$ cat config.mk
export PLATFORM = sky130hd
export DESIGN_NAME = scr_iter
export DESIGN_NICKNAME = d
export VERILOG_FILES = /design/src/scr_pkg.sv /design/src/scr_iter.sv
export SDC_FILE = /design/constraint.sdc
export NUM_CORES = 1
export LEC_CHECK = 0
export BUFFER_PORTS_ARGS = -buffer_cell sky130_fd_sc_hd__buf_4
export CORE_ASPECT_RATIO = 0.8
export CORE_MARGIN = 5
export CORE_UTILIZATION = 40
export CTS_CLUSTER_DIAMETER = 50
export DETAILED_ROUTE_END_ITERATION = 8
export PLACE_DENSITY = 0.69
export SLEW_MARGIN = 20
export SYNTH_ARGS = -nofsm -noshare
export SYNTH_HDL_FRONTEND = slang
export SYNTH_SLANG_ARGS = --single-unit
$ cat constraint.sdc
create_clock -name clk -period 12.6 [get_ports clk]
set_input_delay 0.63 -clock clk [delete_from_list [all_inputs] [get_ports clk]]
set_output_delay 0.63 -clock clk [all_outputs]
set_load 0.005 [all_outputs]
$ cat src/scr_pkg.sv
// ----------------------------------------------------------------------------
// scr_pkg
// Shared constants, codes and types for the S-curve speed ramp.
// ----------------------------------------------------------------------------
package scr_pkg;

  localparam logic [1:0] OP_TICK = 2'd0;
  localparam logic [1:0] OP_SET  = 2'd1;
  localparam logic [1:0] OP_RUN  = 2'd2;
  localparam logic [1:0] OP_STOP = 2'd3;

  localparam logic [1:0] CFG_ACCEL = 2'd0;
  localparam logic [1:0] CFG_VMAX  = 2'd1;
  localparam logic [1:0] CFG_VMIN  = 2'd2;
  localparam logic [1:0] CFG_SCALE = 2'd3;

  localparam logic [1:0] PH_IDLE = 2'd0;
  localparam logic [1:0] PH_ONE  = 2'd1;
  localparam logic [1:0] PH_TWO  = 2'd2;

  localparam logic MODE_DIV  = 1'b0;
  localparam logic MODE_SQRT = 1'b1;

  localparam logic [31:0] ONE_TENTH   = 32'd6554;
  localparam logic [31:0] HALF_MS     = 32'd32768;
  localparam logic [31:0] MAX32       = 32'hFFFF_FFFF;
  localparam logic [63:0] MAX64       = 64'hFFFF_FFFF_FFFF_FFFF;
  localparam logic [31:0] RECIP_TEN   = 32'hCCCC_CCCD;

  localparam logic [31:0] RST_ACCEL = 32'd65536;
  localparam logic [31:0] RST_VMAX  = 32'd6553600;
  localparam logic [31:0] RST_VMIN  = 32'd6554;
  localparam logic [31:0] RST_SCALE = 32'd1000000;

  typedef struct packed {
    logic        start;
    logic        mode;
    logic [6:0]  cnt;
    logic [63:0] num;
    logic [31:0] den;
  } scr_req_t;

  typedef struct packed {
    logic        done;
    logic [63:0] res;
  } scr_rsp_t;

  function automatic logic [63:0] add_sat(input logic [63:0] x, input logic [63:0] y);
    logic [64:0] s;
    s = {1'b0, x} + {1'b0, y};
    return s[64] ? MAX64 : s[63:0];
  endfunction

endpackage

$ cat src/scr_iter.sv
// ----------------------------------------------------------------------------
// scr_iter
// Shared bit-serial unit: restoring divide (one quotient bit a cycle) or
// integer square root (one root bit a cycle). Numerator is left-aligned.
// ----------------------------------------------------------------------------
module scr_iter import scr_pkg::*; (
  input  logic     clk,
  input  logic     rst_n,
  input  scr_req_t req,
  output scr_rsp_t rsp
);

  logic        busy_r;
  logic        done_r;
  logic        mode_r;
  logic [6:0]  cnt_r;
  logic [63:0] num_r;
  logic [31:0] den_r;
  logic [35:0] rem_r;
  logic [63:0] res_r;

  logic [35:0] rem_ext;
  logic [35:0] trial;
  logic        take;
  logic [35:0] rem_nxt;

  always_comb begin
    if (mode_r == MODE_SQRT) begin
      rem_ext = {rem_r[33:0], num_r[63:62]};
      trial   = {2'b00, res_r[31:0], 2'b01};
    end else begin
      rem_ext = {rem_r[34:0], num_r[63]};
      trial   = {4'b0000, den_r};
    end
    take    = (rem_ext >= trial);
    rem_nxt = take ? (rem_ext - trial) : rem_ext;
  end

  always_ff @(posedge clk) begin
    if (!rst_n) begin
      busy_r <= 1'b0;
      done_r <= 1'b0;
      cnt_r  <= '0;
    end else begin
      done_r <= 1'b0;
      if (req.start) begin
        busy_r <= 1'b1;
        mode_r <= req.mode;
        cnt_r  <= req.cnt;
        num_r  <= req.num;
        den_r  <= req.den;
        rem_r  <= '0;
        res_r  <= '0;
      end else if (busy_r) begin
        rem_r <= rem_nxt;
        res_r <= {res_r[62:0], take};
        num_r <= (mode_r == MODE_SQRT) ? {num_r[61:0], 2'b00} : {num_r[62:0], 1'b0};
        cnt_r <= cnt_r - 7'd1;
        if (cnt_r == 7'd1) begin
          busy_r <= 1'b0;
          done_r <= 1'b1;
        end
      end
    end
  end

  assign rsp.done = done_r;
  assign rsp.res  = res_r;

endmodule

==> results of run 1 <==
worst reg2reg max path: cells and delay by family (launching register included):
family | cells | cell delay (ns)
AO/OA/AOI/OAI | 6 | 1.24
flip-flops | 1 | 0.32
multiplexers | 1 | 0.47
adder cells (fa/ha/maj) | 1 | 0.49
AND/OR/NAND/NOR | 2 | 1.06
buffers and inverters | 2 | 1.47
power by group:
part / total, W / switching [W] / internal (W)
clock network: 0.000756 / 0.000295 / 0.000461
logic: 0.000535 / 0.000296 / 0.000240
registers: 0.000853 / 0.0000291 / 0.000824
final timing paths:
kind / endpoint / slack (ns) / cells after the start
worst max-delay path: rem_r[31] / 7.25 / 12
worst min-delay path: den_r[18] / 0.28 / 1
worst max register to register: rem_r[31] / 7.25 / 12
worst min register to register: busy_r / 0.55 / 2
kinds of logic after synthesis:
kind of cell,synth area share [%]
buffers and inverters,2.87
adder cells (fa/ha/maj),4.15
AO/OA/AOI/OAI,12.0
multiplexers,12.7
flip-flops,53.5
AND/OR/NAND/NOR,12.5
XOR/XNOR,2.32
state kept, by name, indices dropped and copies added, names as in the netlist:
| signal | count |
|---|---|
| mode_r | 1 |
| res_r | 64 |
| cnt_r | 7 |
| busy_r | 1 |
| rem_r | 35 |
| done_r | 1 |
| den_r | 32 |
| num_r | 64 |
per-stage QoR:
| step | hold slack [ns] | instances |
|---|---|---|
| after floorplan | 0.485 | 991 |
| after CTS | 0.250 | 1524 |
| final | 0.277 | 1525 |
| after global placement | 0.520 | 1477 |
| after detailed placement | 0.524 | 1477 |
| after global routing | 0.250 | 1525 |
layer usage:
metal  vias to the layer above  GRT usage [%]
li1                       3953              -
met1                      3734           23.2
met2                       185           24.4
met3                        53           2.71
met4                         0           5.38
met5                         -              0
layout make-up:
class / count / area (µm²) / area share (%)
tap: 370 / 463 / 3.36
multi-input combinational: 711 / 4960 / 36.0
sequential: 205 / 6070 / 44.0
clock inverter: 14 / 161 / 1.17
inverter: 15 / 56.3 / 0.409
clock buffer: 33 / 708 / 5.14
timing repair buffer: 177 / 1360 / 9.87
layout by cell type, fill, tap and decap left out, types with 6 or more instances in the layout:
cell / n
sky130_fd_sc_hd__a211oi_2: 10
sky130_fd_sc_hd__nand2_1: 126
sky130_fd_sc_hd__o211ai_1: 6
sky130_fd_sc_hd__a31oi_1: 7
sky130_fd_sc_hd__and3_1: 6
sky130_fd_sc_hd__edfxtp_1: 196
sky130_fd_sc_hd__nor2_1: 44
sky130_fd_sc_hd__buf_4: 173
sky130_fd_sc_hd__mux2_2: 34
sky130_fd_sc_hd__dfxtp_1: 9
sky130_fd_sc_hd__inv_1: 15
sky130_fd_sc_hd__xnor2_1: 21
sky130_fd_sc_hd__nor3_1: 8
sky130_fd_sc_hd__o21ai_0: 82
sky130_fd_sc_hd__nand3_1: 10
sky130_fd_sc_hd__o21bai_1: 6
sky130_fd_sc_hd__a21o_1: 15
sky130_fd_sc_hd__clkbuf_16: 27
sky130_fd_sc_hd__xor2_1: 9
sky130_fd_sc_hd__a21oi_1: 41
sky130_fd_sc_hd__ha_1: 36
sky130_fd_sc_hd__clkinv_2: 6
sky130_fd_sc_hd__nor2b_1: 68
sky130_fd_sc_hd__mux2i_1: 106
==> results.md, run 1 <==
| Stage | Item | Value |
|---|---|---|
| sta | Final Hold Viols | 0 |
| logic synthesis | Post-synth ARST share | 0% |
| global route | Largest net degree at the start of global routing | 91 |
| power and ir drop | Overall power of the completed layout | 0.00214 W |
| sta | Ratio of final minimum period to clock period | 42.4% |
| route | Final WL | 26.3 mm |
| worst hold path | Tightest Hold Check Type | in2reg |
| sta | Worst Clk Skew | 0.0134 ns |
| clock tree | Root buffer cell | sky130_fd_sc_hd__clkbuf_16 |
| clock tree | H-tree depth | 1 |
| placement | Port Buffers | 171 |
| sta | RSZ-0062 raised after global routing | false |
| critical path | Cell type of the slowest stage on the worst timing path | sky130_fd_sc_hd__buf_6 |
| clock tree | # hold bufs at CTS | 0 |
| sta | Max Clk Rate | 0.187 GHz |
| critical path | Largest fanout of any net on the critical path | 76 |
| logic synthesis | Avg Inst Size Synth | 11.4 µm² |
| finish | Net count reported at finish | 1280 |
| route | Number of iterations in the first detailed-routing pass | 6 |
| clock tree | Largest buffer count on any clock path | 3 |
| clock tree | TritonCTS clock tree | yes |
| global route | Via count of the first global-routing pass | 8035 |
| sta | Transition time of the tightest slew-check pin | 1.03 ns |
| placement | Placed cell areas | 12900 µm² |
| critical path | Chain of cells forming the critical path | buf_4 > buf_6 > mux2_2 > fa_1 > a211oi_1 > o21bai_1 > o211ai_1 > a211oi_2 > o2111ai_2 > nand2_2 > nand2_1 > o22ai_1 |
| sta | TNS Setup | 0 ns |
| floorplan | Core area | 28100 µm² |
| route | Met2 Routed Length | 11.5 mm |
| route | Routed met3 length | 1.26 mm |
| clock tree | Number of buffers inserted by post-CTS setup repair | 0 |
| logic synthesis | Share of the synthesized area in the top cell type | 51.9% |
| power and ir drop | Total leakage power | 5.61 nW |
| finish | Post-route cell area | 13800 µm² |
| clock tree | # resized after CTS | 0 |
| global route | Global-route wire length before repair | 42.2 mm |
| logic synthesis | Cell Area, Synth | 11300 µm² |
| critical path | Setup crit start kind | register |
| finish | Filler Cell Count | 2549 |
| floorplan | Die width | 198 µm |
| route | Initial DRC count | 448 |
| route | Uppermost layer routed | met4 |
| critical path | Crit path buffers/inverters | 2 |
| critical path | Nature of the critical path endpoint | register |
| power and ir drop | Total power per unit cell area | 156 nW/µm² |
| sta | Max transition margin | 31.0% |
| route | Count of antenna-violating nets left after detailed routing | 0 |
| clock tree | Clock latency on the worst-skew pair | 0.52 ns |
| logic synthesis | Most used standard cells in the synthesized netlist | sky130_fd_sc_hd__edfxtp_1 (196), sky130_fd_sc_hd__nand2_1 (126), sky130_fd_sc_hd__mux2i_1 (106) |
| floorplan | Initial core utilization | 40.3% |
| route | Routed metal-1 wire length | 12.6 mm |
| logic synthesis | Cell count after synthesis | 991 |
| floorplan | Chip Height | 161 µm |
| finish | Core Util, Final | 48.9% |
| critical path | Worst EP required | 12.82 ns |
| floorplan | Standard-cell rows | 55 |
| route | Via density per instance | 5.20 |
| sta | Minimum setup slack in the final design | 7.25 ns |
| finish | Layout overhead on the synthesized area | 21.4% |
| critical path | Critical path launch point | mode_r |
| critical path | Crit path max-delay family | buffers and inverters |
| status | Result of the run | complete, no violations |
| route | Wire length per cell | 17.2 µm |
| critical path | Launching point of the worst reg2reg path | mode_r |
| route | Vias | 7925 |
| sta | Final worst path period need | 5.35 ns |
| finish | Fraction of final layout cells sized beyond drive strength 1 | 23.5% |
| logic synthesis | Number of synthesized flops with an enable pin | 196 |
| critical path | Delay of the slowest cell on the worst path | 0.72 ns |
| global route | Number of antenna violations at the first check in global routing | 0 |
| logic synthesis | Largest cells by area after synthesis | sky130_fd_sc_hd__edfxtp_1 (52%), sky130_fd_sc_hd__mux2i_1 (9.4%), sky130_fd_sc_hd__nand2_1 (4.2%), sky130_fd_sc_hd__ha_1 (4.0%), sky130_fd_sc_hd__nor2b_1 (3.7%) |
| logic synthesis | Flop and latch count out of synthesis | 205 |
| global route | Total grt overflow | 0 |
| floorplan | Die Area | 31900 µm² |
| logic synthesis | Post-synthesis cell type with the largest combined area | sky130_fd_sc_hd__edfxtp_1 |
| logic synthesis | Synth Warn # | 0 |
| power and ir drop | Highest ir drop seen on vdd | 108 µV |
| critical path | Worst path arrival time | 5.57 ns |
| clock tree | TritonCTS sink count | 205 |
| run | Total of max-cap violations | 0 |
| sta | Final count of negative-setup-slack endpoints | 0 |
| logic synthesis | Sequential fraction of the synthesis area | 53.5% |
| placement | Post-placement setup slack | 6.97 ns |
| critical path | Classification of the worst setup path | reg2reg |
| placement | Final RePlAce weighted congestion | 0.833 |
| logic synthesis | Syn nets | 1135 |
| worst hold path | Min-Delay Startpoint | req[18] |
| clock tree | TritonCTS Buffers | 26 |
| global route | GRT Total Usage | 16.0% |
| logic synthesis | Number of distinct library cells after synthesis | 66 |
| route | DRC violation count after routing | 0 |
| finish | Ant. Diodes | 0 |
| clock tree | Clock input transition at the sequential cells of the worst setup and hold paths | 0.06 ns |
| placement | DP HPWL | 17.8 mm |
| logic synthesis | Top_reg_cell synth | sky130_fd_sc_hd__edfxtp_1 |
| sta | Max-slew violation count | 0 |
| floorplan | Total I/O pin count | 172 |
| logic synthesis | Cell with the most instances after synthesis | sky130_fd_sc_hd__edfxtp_1 |
Note: power is estimated with default switching activity, not from simulation.
==> run 2: changes to the inputs <==
==> constraint.sdc (replaced) <==
create_clock -name clk -period 5.45 [get_ports clk]
set_input_delay 0.2725 -clock clk [delete_from_list [all_inputs] [get_ports clk]]
set_output_delay 0.2725 -clock clk [all_outputs]
set_load 0.005 [all_outputs]
==> run 2 against run 1 <==
  * Sequential power rose by 130%
  * Cell count is 3.3% higher
  * Register-to-register slack got worse by 6.2 ns
  * Power rose by 140%
  * Die area stayed put
  * Final area is 4.0% higher
  * Combinational power increased by 140%
  * Clock power rose by 150%
  * Global-route usage increased by 0.35 points
  * Maximum frequency is 21% higher
  * First-iteration DRC count is 29% higher
  * Wire length up 1.7%
==> results.md, run 2 (synthesized netlist as in run 1, its figures left out) <==
| Stage | Item | Value | Change |
|---|---|---|---|
| status | Result of the run | complete, no violations | unchanged |
| finish | Post-route cell area | 14300 µm² | was 13800 µm² |
| critical path | Critical path's most frequent cell | sky130_fd_sc_hd__buf_4 |  |
| critical path | Classification of the worst setup path | reg2reg | unchanged |
| critical path | Chain of cells forming the critical path | buf_12 > buf_4 > mux2_2 > ha_1 > a21oi_1 > o211ai_1 > a211oi_1 > a211oi_2 > o2111ai_2 > nand2_2 > buf_4 > mux2i_1 > nor2_1 | was buf_4 > buf_6 > mux2_2 > fa_1 > a211oi_1 > o21bai_1 > o211ai_1 > a211oi_2 > o2111ai_2 > nand2_2 > nand2_1 > o22ai_1 |
| run | Total of max-cap violations | 0 | unchanged |
| floorplan | Total I/O pin count | 172 | unchanged |
| clock tree | Clock latency on the worst-skew pair | 0.53 ns | was 0.52 ns |
| worst hold path | Tightest Hold Check Type | in2reg | unchanged |
| sta | Final count of negative-setup-slack endpoints | 0 | unchanged |
| sta | Worst Clk Skew | 0.0206 ns | was 0.0134 ns |
| floorplan | Standard-cell rows | 55 | unchanged |
| critical path | Critical path launch point | mode_r | unchanged |
| global route | GRT Total Usage | 16.3% | was 16.0% |
| finish | Most frequent standard cell in the layout excluding fill and tap cells | sky130_fd_sc_hd__edfxtp_1 | unchanged |
| clock tree | H-tree depth | 1 | unchanged |
| clock tree | TritonCTS clock tree | yes | unchanged |
| sta | Ratio of final minimum period to clock period | 80.9% | was 42.4% |
| finish | Largest regs | num_r: 64 flops, res_r: 64 flops, rem_r: 35 flops | unchanged |
| power and ir drop | Combinational share of power | 24.8% | was 25.0% |
| critical path | Nature of the critical path endpoint | register | unchanged |
| critical path | Endpoint of the worst register-to-register path | rem_r[11] | was rem_r[31] |
| power and ir drop | Switching power as a share of total power | 29.7% | was 28.9% |
| floorplan | Chip Height | 161 µm | unchanged |
| critical path | Launching point of the worst reg2reg path | mode_r | unchanged |
| power and ir drop | Seq pwr share | 38.7% | was 39.8% |
| placement | Port Buffers | 171 | unchanged |
| power and ir drop | Total leakage power | 5.83 nW | was 5.61 nW |
| floorplan | Core area | 28100 µm² | unchanged |
| global route | Via count of the first global-routing pass | 8025 | was 8035 |
| route | Number of iterations in the first detailed-routing pass | 5 | was 6 |
| power and ir drop | Cell-internal power | 0.00359 W | was 0.00152 W |
| critical path | Largest fanout of any net on the critical path | 43 | was 76 |
| route | Final WL | 26.7 mm | was 26.3 mm |
| route | Count of antenna-violating nets left after detailed routing | 0 | unchanged |
| critical path | FF-to-FF path depth | 13 | was 12 |
| power and ir drop | Switch Pwr | 0.00152 W | was 0.000620 W |
| global route | Total grt overflow | 0 | unchanged |
| route | Vias | 8148 | was 7925 |
| clock tree | TritonCTS Buffers | 29 | was 26 |
| route | Initial DRC count | 578 | was 448 |
| sta | Max transition margin | 29.1% | was 31.0% |
| sta | Max-slew violation count | 0 | unchanged |
| power and ir drop | Total power per unit cell area | 356 nW/µm² | was 156 nW/µm² |
| sta | Final Hold Viols | 0 | unchanged |
| global route | Largest net degree at the start of global routing | 92 | was 91 |
| global route | Global-route wire length before repair | 43.3 mm | was 42.2 mm |
| finish | Net count reported at finish | 1328 | was 1280 |
| critical path | Cell type of the slowest stage on the worst timing path | sky130_fd_sc_hd__edfxtp_1 | was sky130_fd_sc_hd__buf_6 |
| finish | Commonest cells after routing, fill and taps aside | sky130_fd_sc_hd__edfxtp_1 (196), sky130_fd_sc_hd__buf_4 (177), sky130_fd_sc_hd__nand2_1 (126) | was sky130_fd_sc_hd__edfxtp_1 (196), sky130_fd_sc_hd__buf_4 (173), sky130_fd_sc_hd__nand2_1 (126) |
| sta | Max Clk Rate | 0.227 GHz | was 0.187 GHz |
| global route | Number of antenna violations at the first check in global routing | 0 | unchanged |
| route | Via density per instance | 5.17 | was 5.20 |
| placement | Placed cell areas | 12900 µm² | about the same |
| finish | Ant. Diodes | 0 | unchanged |
| placement | Final RePlAce weighted congestion | 0.837 | was 0.833 |
| clock tree | # resized after CTS | 0 | unchanged |
| critical path | Worst EP required | 5.69 ns | was 12.82 ns |
| placement | DP HPWL | 18.1 mm | was 17.8 mm |
| critical path | Delay of the slowest cell on the worst path | 0.52 ns | was 0.72 ns |
| sta | Final worst path period need | 4.41 ns | was 5.35 ns |
| finish | Layout overhead on the synthesized area | 26.2% | was 21.4% |
| finish | Fraction of final layout cells sized beyond drive strength 1 | 23.5% | about the same |
| sta | TNS Setup | 0 ns | unchanged |
| floorplan | Die width | 198 µm | unchanged |
| route | Wire length per cell | 16.9 µm | was 17.2 µm |
| power and ir drop | Fraction of power consumed by the clock network | 36.6% | was 35.3% |
| power and ir drop | Highest ir drop seen on vdd | 216 µV | was 108 µV |
| floorplan | Die Area | 31900 µm² | unchanged |
| clock tree | TritonCTS sink count | 205 | unchanged |
| critical path | Worst path arrival time | 4.65 ns | was 5.57 ns |
| floorplan | Initial core utilization | 40.3% | unchanged |
| route | DRC violation count after routing | 0 | unchanged |
| clock tree | Root buffer cell | sky130_fd_sc_hd__clkbuf_16 | unchanged |
| critical path | Setup crit start kind | register | unchanged |
| sta | Transition time of the tightest slew-check pin | 1.06 ns | was 1.03 ns |
| critical path | R2r setup slk | 1.04 ns | was 7.25 ns |
| clock tree | Largest buffer count on any clock path | 3 | unchanged |
| critical path | Worst setup endpoint | rem_r[11] | was rem_r[31] |
| sta | RSZ-0062 raised after global routing | false | unchanged |
| clock tree | Clock input transition at the sequential cells of the worst setup and hold paths | 0.06 ns | about the same |
run 2: changes by cell type in the layout (fill, tap and decap cells not counted), sizes merged:
cell,delta
bufinv,-2
dlygate4sd3,+42
inv,+5
clkinvlp,+4
clkbuf,+1
buf,+3
clkinv,-2
run 2: layout make-up:
class | instances | area (µm²)
clock buffer | 34 | 786
clock inverter | 19 | 188
fill | 2492 | 13800
inverter | 15 | 56.3
multi-input combinational | 711 | 4960
sequential | 205 | 6070
tap | 370 | 463
timing repair buffer | 222 | 1800
run 2: power groups by stage:
stage          clock network, W  logic (W)  registers [W]
3_5_place_dp                  0    0.00123        0.00200
5_1_grt                 0.00200    0.00141        0.00199
6_report                0.00187    0.00126        0.00197
2_1_floorplan                 0   0.000934        0.00199
3_3_place_gp                  0    0.00121        0.00200
4_1_cts                 0.00191    0.00126        0.00197
run 2: per-stage QoR:
step | worst slack [ns] | power, W | hold slack, ns | util, % | instances
detailed placement | 1.02 | 0.00324 | 0.452 | 45.9 | 1481
global placement | 1.13 | 0.00322 | 0.451 | 45.9 | 1481
finish | 1.04 | 0.00510 | 0.0250 | 50.9 | 1576
floorplan | 0.400 | 0.00293 | 0.371 | - | 991
CTS | 1.02 | 0.00515 | 0.00113 | 50.9 | 1576
global route | 0.644 | 0.00540 | 0.00262 | 50.9 | 1576
run 2: worst min-delay path by stage:
stage / startpoint / endpoint / slack [ns] / cells past startpoint
5_1_grt: req[32] / num_r[0] / 0.003 / 2
4_1_cts: req[43] / num_r[11] / 0.001 / 3
2_1_floorplan: req[0] / den_r[0] / 0.37 / 0
3_3_place_gp: req[17] / den_r[17] / 0.45 / 1
3_5_place_dp: req[26] / den_r[26] / 0.45 / 1
6_report: req[38] / num_r[6] / 0.03 / 3
run 2: per-layer routing:
metal | vias up | wire length (µm) | track usage [%]
met5 | - | 0 | 0
met4 | 0 | 588 | 3.75
met3 | 39 | 1380 | 2.77
met2 | 206 | 11800 | 24.9
met1 | 3861 | 12900 | 24.4
li1 | 4042 | - | -
run 2: repair_timing:
item | CTS | global route
endpoints found under the hold margin | 42 | 0
hold buffers | 42 | 0
buffers inserted | 0 | 0
run 2: worst max-delay path: cells and delay by family, from the launching register on:
family / cells / cell delay (ns)
compound gates: 5 / 1.12
fa+ha+maj: 1 / 0.42
buf+inv: 3 / 0.93
flops: 1 / 0.52
mux: 2 / 0.61
simple gates: 2 / 0.51
